$ cat config.mk
export PLATFORM = sky130hd
export DESIGN_NAME = bubble_sorter_bidirectional_core
export DESIGN_NICKNAME = d
export VERILOG_FILES = /design/src/hw/rtl/bsb_pkg.sv /design/src/hw/rtl/bsb_cell.sv /design/src/hw/rtl/bsb_ctrl.sv /design/src/hw/rtl/bubble_sorter_bidirectional_core.sv
export SDC_FILE = /design/constraint.sdc
export NUM_CORES = 2
export LEC_CHECK = 0
export ABC_AREA = 1
export BUFFER_PORTS_ARGS = -buffer_cell sky130_fd_sc_hd__buf_2
export CORE_MARGIN = 3
export CORE_UTILIZATION = 53
export DETAILED_ROUTE_END_ITERATION = 6
export GPL_TIMING_DRIVEN = 0
export PLACE_DENSITY = 0.66
export SYNTH_ARGS = -nofsm -noshare
export SYNTH_HDL_FRONTEND = slang
export SYNTH_SLANG_ARGS = --single-unit
$ cat constraint.sdc
create_clock -name clk -period 4.07 [get_ports clk]
set_input_delay 1.0175 -clock clk [delete_from_list [all_inputs] [get_ports clk]]
set_output_delay 1.0175 -clock clk [all_outputs]
set_load 0.005 [all_outputs]
$ cat src/hw/rtl/bsb_pkg.sv
// shared types and constants of the bidirectional bubble sorter
// no dependencies
package bsb_pkg;

	// fixed width of the sample and sorted_value ports
	localparam int SAMPLE_BITS = 32;

	// defaults for the top level parameters
	localparam int MAX_ITEMS_DEF  = 32;
	localparam int VALUE_BITS_DEF = 32;

	// per-cycle command from the controller to every cell
	typedef struct packed {
		logic load;
		logic sort;
		logic shift;
		logic parity;
		logic descending;
	} cell_ctrl_t;

	// result transaction flags, registered in the controller
	typedef struct packed {
		logic strobe;
		logic last;
		logic dropped;
	} out_info_t;

endpackage

$ cat src/hw/rtl/bsb_cell.sv
// one cell of the sorting row: holds a value, loads, compare-exchanges, shifts
// depends on bsb_pkg
module bsb_cell #(
	parameter int INDEX      = 0,
	parameter int VALUE_BITS = bsb_pkg::VALUE_BITS_DEF,
	parameter int IDX_W      = 5,
	parameter bit HAS_RIGHT  = 1'b1
) (
	input  logic                         clk,
	input  logic                         arst_n,
	input  bsb_pkg::cell_ctrl_t          ctrl,
	input  logic [IDX_W-1:0]             load_idx,
	input  logic [VALUE_BITS-1:0]        load_value,
	input  logic [VALUE_BITS-1:0]        left_val,
	input  logic                         swap_from_left,
	input  logic [VALUE_BITS-1:0]        right_val,
	input  logic                         right_vld,
	output logic [VALUE_BITS-1:0]        val,
	output logic                         vld,
	output logic                         swap_right
);

	localparam logic ODD = 1'(INDEX % 2);

	logic [VALUE_BITS-1:0] val_q;
	logic                  vld_q;
	logic                  load_hit;
	logic                  is_lower;
	logic                  right_less;
	logic                  own_less;

	assign load_hit = ctrl.load && (load_idx == IDX_W'(INDEX));

	// this cell is the lower half of a pair in the current round
	assign is_lower = HAS_RIGHT && (ctrl.parity == ODD);

	// signed compares, strict only, so equal values never move
	assign right_less = $signed(right_val) < $signed(val_q);
	assign own_less   = $signed(val_q) < $signed(right_val);

	assign swap_right = ctrl.sort && is_lower && vld_q && right_vld &&
		(ctrl.descending ? own_less : right_less);

	// value register
	always_ff @(posedge clk) begin
		if (load_hit) begin
			val_q <= load_value;
		end else if (ctrl.shift) begin
			val_q <= right_val;
		end else if (swap_right) begin
			val_q <= right_val;
		end else if (swap_from_left) begin
			val_q <= left_val;
		end
	end

	// occupancy bit
	always_ff @(posedge clk or negedge arst_n) begin
		if (!arst_n) begin
			vld_q <= 1'b0;
		end else if (load_hit) begin
			vld_q <= 1'b1;
		end else if (ctrl.shift) begin
			vld_q <= right_vld;
		end
	end

	assign val = val_q;
	assign vld = vld_q;

endmodule

$ cat src/hw/rtl/bsb_ctrl.sv
// sequencer of the sorter: load count, sort rounds, drain of the results
// depends on bsb_pkg
module bsb_ctrl #(
	parameter int MAX_ITEMS = bsb_pkg::MAX_ITEMS_DEF,
	parameter int IDX_W     = $clog2(MAX_ITEMS),
	parameter int CNT_W     = $clog2(MAX_ITEMS + 1)
) (
	input  logic                  clk,
	input  logic                  arst_n,
	input  logic                  start,
	input  logic                  final_item,
	input  logic                  descending,
	output logic                  busy,
	output bsb_pkg::cell_ctrl_t   ctrl,
	output logic [IDX_W-1:0]      load_idx,
	output bsb_pkg::out_info_t    info
);

	typedef enum logic [2:0] {
		ST_LOAD  = 3'b001,
		ST_SORT  = 3'b010,
		ST_DRAIN = 3'b100
	} state_t;

	state_t             state_q;
	logic [CNT_W-1:0]   count_q;
	logic [CNT_W-1:0]   round_q;
	logic               ovf_q;
	bsb_pkg::out_info_t info_q;
	logic               accept;
	logic               full;

	assign accept = start && (state_q == ST_LOAD);
	assign full   = count_q == CNT_W'(MAX_ITEMS);
	assign busy   = state_q != ST_LOAD;

	// command to the cell row
	assign ctrl.load       = accept && !full;
	assign ctrl.sort       = state_q == ST_SORT;
	assign ctrl.shift      = state_q == ST_DRAIN;
	assign ctrl.parity     = round_q[0];
	assign ctrl.descending = descending;
	assign load_idx        = count_q[IDX_W-1:0];

	// state, counters and result flags
	always_ff @(posedge clk or negedge arst_n) begin
		if (!arst_n) begin
			state_q <= ST_LOAD;
			count_q <= '0;
			round_q <= '0;
			ovf_q   <= 1'b0;
			info_q  <= '0;
		end else begin
			info_q.strobe <= state_q == ST_DRAIN;
			unique case (state_q)
				ST_LOAD: begin
					if (accept) begin
						if (!full) begin
							count_q <= count_q + CNT_W'(1);
						end else begin
							ovf_q <= 1'b1;
						end
						if (final_item) begin
							state_q <= ST_SORT;
							round_q <= '0;
						end
					end
				end
				ST_SORT: begin
					round_q <= round_q + CNT_W'(1);
					if (round_q == count_q - CNT_W'(1)) begin
						state_q <= ST_DRAIN;
					end
				end
				ST_DRAIN: begin
					info_q.last    <= count_q == CNT_W'(1);
					info_q.dropped <= ovf_q;
					count_q        <= count_q - CNT_W'(1);
					if (count_q == CNT_W'(1)) begin
						state_q <= ST_LOAD;
						ovf_q   <= 1'b0;
					end
				end
				default: begin
					state_q <= ST_LOAD;
				end
			endcase
		end
	end

	assign info = info_q;

endmodule

$ cat src/hw/rtl/bubble_sorter_bidirectional_core.sv
// Set sorter: a row of cells loaded one value per cycle (busy low while loading).
// After the closing transaction the row runs n odd-even transposition rounds (n = values
// held), then shifts out one result per cycle from the head cell through a result register;
// busy drops with the last result. The receiver cannot stall. arst_n clears the controller,
// occupancy bits and descending.
// depends on bsb_pkg, bsb_cell, bsb_ctrl
module bubble_sorter_bidirectional_core #(
	parameter int MAX_ITEMS  = bsb_pkg::MAX_ITEMS_DEF,
	parameter int VALUE_BITS = bsb_pkg::VALUE_BITS_DEF
) (
	input  logic                               clk,
	input  logic                               arst_n,
	input  logic                               cfg_we,
	input  logic                               cfg_wdata,
	input  logic                               start,
	output logic                               busy,
	input  logic signed [bsb_pkg::SAMPLE_BITS-1:0] sample,
	input  logic                               final_item,
	output logic                               result_strobe,
	output logic signed [bsb_pkg::SAMPLE_BITS-1:0] sorted_value,
	output logic                               end_of_set,
	output logic                               dropped
);

	localparam int IDX_W = (MAX_ITEMS > 1) ? $clog2(MAX_ITEMS) : 1;
	localparam int CNT_W = $clog2(MAX_ITEMS + 1);
	localparam int SB    = bsb_pkg::SAMPLE_BITS;

	logic                  descending_q;
	bsb_pkg::cell_ctrl_t   ctrl;
	bsb_pkg::out_info_t    info;
	logic [IDX_W-1:0]      load_idx;
	logic [VALUE_BITS-1:0] load_value;
	logic [VALUE_BITS-1:0] head_q;
	logic [VALUE_BITS-1:0] val_w  [MAX_ITEMS];
	logic                  vld_w  [MAX_ITEMS];
	logic                  swap_w [MAX_ITEMS];

	// sort order register
	always_ff @(posedge clk or negedge arst_n) begin
		if (!arst_n) begin
			descending_q <= 1'b0;
		end else if (cfg_we) begin
			descending_q <= cfg_wdata;
		end
	end

	// sample into the stored width, result back to the port width
	generate
		if (VALUE_BITS < SB) begin : g_narrow
			assign load_value   = sample[VALUE_BITS-1:0];
			assign sorted_value = {{(SB - VALUE_BITS){head_q[VALUE_BITS-1]}}, head_q};
		end else if (VALUE_BITS == SB) begin : g_equal
			assign load_value   = sample;
			assign sorted_value = head_q;
		end else begin : g_wide
			assign load_value   = {{(VALUE_BITS - SB){1'b0}}, sample};
			assign sorted_value = head_q[SB-1:0];
		end
	endgenerate

	bsb_ctrl #(
		.MAX_ITEMS (MAX_ITEMS),
		.IDX_W     (IDX_W),
		.CNT_W     (CNT_W)
	) u_ctrl (
		.clk        (clk),
		.arst_n     (arst_n),
		.start      (start),
		.final_item (final_item),
		.descending (descending_q),
		.busy       (busy),
		.ctrl       (ctrl),
		.load_idx   (load_idx),
		.info       (info)
	);

	// row of cells, each wired to its neighbors
	generate
		for (genvar k = 0; k < MAX_ITEMS; k++) begin : g_cell
			logic [VALUE_BITS-1:0] left_val;
			logic                  left_swap;
			logic [VALUE_BITS-1:0] right_val;
			logic                  right_vld;

			if (k == 0) begin : g_first
				assign left_val  = '0;
				assign left_swap = 1'b0;
			end else begin : g_mid_l
				assign left_val  = val_w[k-1];
				assign left_swap = swap_w[k-1];
			end

			if (k == MAX_ITEMS - 1) begin : g_last
				assign right_val = '0;
				assign right_vld = 1'b0;
			end else begin : g_mid_r
				assign right_val = val_w[k+1];
				assign right_vld = vld_w[k+1];
			end

			bsb_cell #(
				.INDEX      (k),
				.VALUE_BITS (VALUE_BITS),
				.IDX_W      (IDX_W),
				.HAS_RIGHT  (k != MAX_ITEMS - 1)
			) u_cell (
				.clk            (clk),
				.arst_n         (arst_n),
				.ctrl           (ctrl),
				.load_idx       (load_idx),
				.load_value     (load_value),
				.left_val       (left_val),
				.swap_from_left (left_swap),
				.right_val      (right_val),
				.right_vld      (right_vld),
				.val            (val_w[k]),
				.vld            (vld_w[k]),
				.swap_right     (swap_w[k])
			);
		end
	endgenerate

	// result register, taken from the head cell as the row shifts
	always_ff @(posedge clk) begin
		if (ctrl.shift) begin
			head_q <= val_w[0];
		end
	end

	assign result_strobe = info.strobe;
	assign end_of_set    = info.last;
	assign dropped       = info.dropped;

endmodule

==> flow_summary.toml <==
[placed_design]
gp_congestion = 0.9555
io_buffers = 73
post-place-ws_ns = -0.7009
dp.final_hpwl_um = 259100
place_inst = 13930
place_area_um2 = 92000

[clock_network]
cts_buffer_depth = 3
clock_sinks = 1108
cts_tree = "done"
clk_latency_ns = 0.80
h-tree-depth = 4
clk_pin_slew_worst_paths_ns = 0.06
cts_buffers = 141
hold_buffers = 0
cts_root_buf = "clkbuf_16"

[timing]
period_needed_ns = 4.081
rsz0062_at_grt = "true"
worst_clock_skew_ns = 0.03203
fmax_mhz = 245.1
worst_slack_ns = -0.01060
hold_viol_final = 0
slew_viol_final = 0
setup_tns_ns = -0.1189
period_share_pct = 100.3
tightest_slew_ns = 1.400
slew-limit-headroom_pct = 6.695
finalSetupViolations = 20

[grt]
grt_max_degree = 53
grt_pass1_vias = 79350
antenna_found_initial = 7
grt_pass1_wl_um = 486800
grtUsageTotal_pct = 37.06
grt-ovfl-total = 0

[synth]
ys.flop_type = "edfxtp_1"
synth_common_cells = "3931 x nand2_1, 2075 x nand3_1, 1383 x inv_1, 1056 x edfxtp_1, 1000 x ha_1"
netlist_instances = 11650
synth-edff-count = 1056
avgSynthCellArea_um2 = 7.594
synth_warnings = 0
async_flop_share_pct = 4.693
post-synth-top-area-cell = "edfxtp_1"
syn_nets = 12680
synth_area_um2 = 88440
synth_most_common_cell = "nand2_1"
synth.distinct_cells = 59
synth-seq-cells = 1108
synth_top_area_share_pct = 35.86
synth_area_leaders = "edfxtp_1 36%, nand2_1 17%, ha_1 14%, nand3_1 12%, inv_1 5.9%"
seq_area_frac_synth_pct = 37.33

[critical_path]
r2r-start = "g_cell[13].u_cell.val[31]$_DFFE_PP_"
setup.worst_path.start = "g_cell[13].u_cell.val[31]$_DFFE_PP_"
cpPeakStageDelay_ns = 0.71
cp_cell_sequence = "inv_1 > ha_1 > nand2_1 > nor3_1 > and3_1 > nand4_1 > nand2_1 > nand3_1 > nand3_2 > nand2_2 > buf_4 > inv_1 > nand3_2"
slowest_stage = "nand3_2"
start_kind = "flip-flop"
worstPathRequired_ns = 4.31
worstSetupPathType = "flip-flop to flip-flop"
cp_top_family = "simple AND/OR/NAND/NOR gates"
path_max_fanout = 32
cp.buffers_inverters = 3
crit_arrival_ns = 4.32
cp-end-kind = "flip-flop"

[die]
die_h_um = 414.5
io_pins = 74
die_x_um = 414.5
rows = 149
die_area_um2 = 171800
core_area_um2 = 165400
initial_core_util_pct = 53.48

[status]
status = "finished, violations left"
violations = "DRC, setup timing"

[cells_and_area]
syn2layout_area_growth_pct = 9.370
final_cell_count_no_fill = 14190
fin_util_pct = 58.49
nets = 12930
final_area_um2 = 96720
fillers = 15470
drive_gt1_share_pct = 7.918

[power]
power_density_nw_per_um2 = 702.0
p_leak_nw = 47.51
vdd_ir_drop_max_v = 0.0005293

[route]
drtPass1Iterations = 7
num_vias = 83550
viasPerCell = 5.888
drt_iter0_drc = 9670
route.detailed.drc = 2
wl_per_cell_um = 23.08
antenna_left = 0
wirelength_um = 327500

[job]
maxCapViolCount = 0

[worst_hold_path]
hold_path_class = "input pin to async pin"
-- sequential cells by signal, summed over array words and instances (netlist names) --
register,count
descending_q,1
g_cell.u_cell.val,1024
g_cell.u_cell.vld,32
sorted_value,32
u_ctrl.count_q,6
u_ctrl.info,3
u_ctrl.ovf_q,1
u_ctrl.round_q,6
u_ctrl.state_q,3
-- layer usage --
layer  routed length, µm  track usage, %
met5                  43               0
met1              130500           47.95
met4               22930           22.66
met3               27210           5.161
met2              146800           58.95
-- placed cells by master (no fill, tap or decap), drive strengths merged, types with 85 or more instances in the layout --
cell       n
nand2   4026
nand3   2154
inv     1414
edfxtp  1056
ha      1000
buf      461
clkbuf   421
a21oi    418
nor2     362
o21ai    194
nor3      89
nand4     85
-- area by class of cell --
| class | instances | area (µm²) | share of cell area [%] |
|---|---|---|---|
| multi-input combinational | 8519 | 46580 | 48.15 |
| sequential | 1108 | 33010 | 34.13 |
| inverter | 1419 | 5349 | 5.530 |
| clock buffer | 187 | 4005 | 4.141 |
| buffer | 600 | 3705 | 3.830 |
| tap | 2189 | 2739 | 2.832 |
| timing repair buffer | 98 | 737.0 | 0.7619 |
| clock inverter | 67 | 591.8 | 0.6119 |
| antenna | 3 | 7.507 | 0.007762 |
-- what timing repair did --
action                                  4_1_cts  5_1_grt
buffers inserted                              0        5
endpoints found under the setup margin      320      339
resized for setup                             5        9
pin swaps                                     0        1
gates cloned                                  0        0
-- metrics by stage --
stage                     hold slack (ns)  power [W]
after global routing               0.2996    0.07287
final                              0.2563    0.06790
after CTS                          0.4527    0.06724
after detailed placement           0.4387    0.05427
after global placement             0.4322    0.05280
after floorplan                    0.4264    0.04430
-- logic make-up (layout without fill, tap and decap cells) --
group	after synthesis	in the layout	synth area share, %
other	0	3	0
and+or+nand+nor	6769	6769	33.69
DFF	1108	1108	37.33
buffers and inverters	2019	2371	10.22
xor gates and xnor gates	9	9	0.08914
AOI/OAI and AO/OA	741	741	4.516
adders and majority gates	1000	1000	14.15
-- report_power, final --
group	total (W)	switching (W)	internal [W]
clock	0.0129	0.00541	0.00749
combinational	0.0342	0.0225	0.0117
sequential	0.0208	0.00203	0.0187
total	0.0679	0.0300	0.0379
-- path summary, 6_finish.rpt --
kind | endpoint | slack (ns) | cells after the start
max | g_cell[14].u_cell.val[0]$_DFFE_PP_ | -0.01 | 13
min | u_ctrl.info[1]$_DFFE_PN0P_ | 0.26 | 1
max reg2reg | g_cell[14].u_cell.val[0]$_DFFE_PP_ | -0.01 | 13
min reg2reg | sorted_value[2]$_DFFE_PP_ | 0.46 | 0
max in group asynchronous | descending_q$_DFFE_PN0P_ | 3.23 | 1
min in group clk | sorted_value[2]$_DFFE_PP_ | 0.46 | 0
Note: power is estimated with default switching activity, not from simulation.
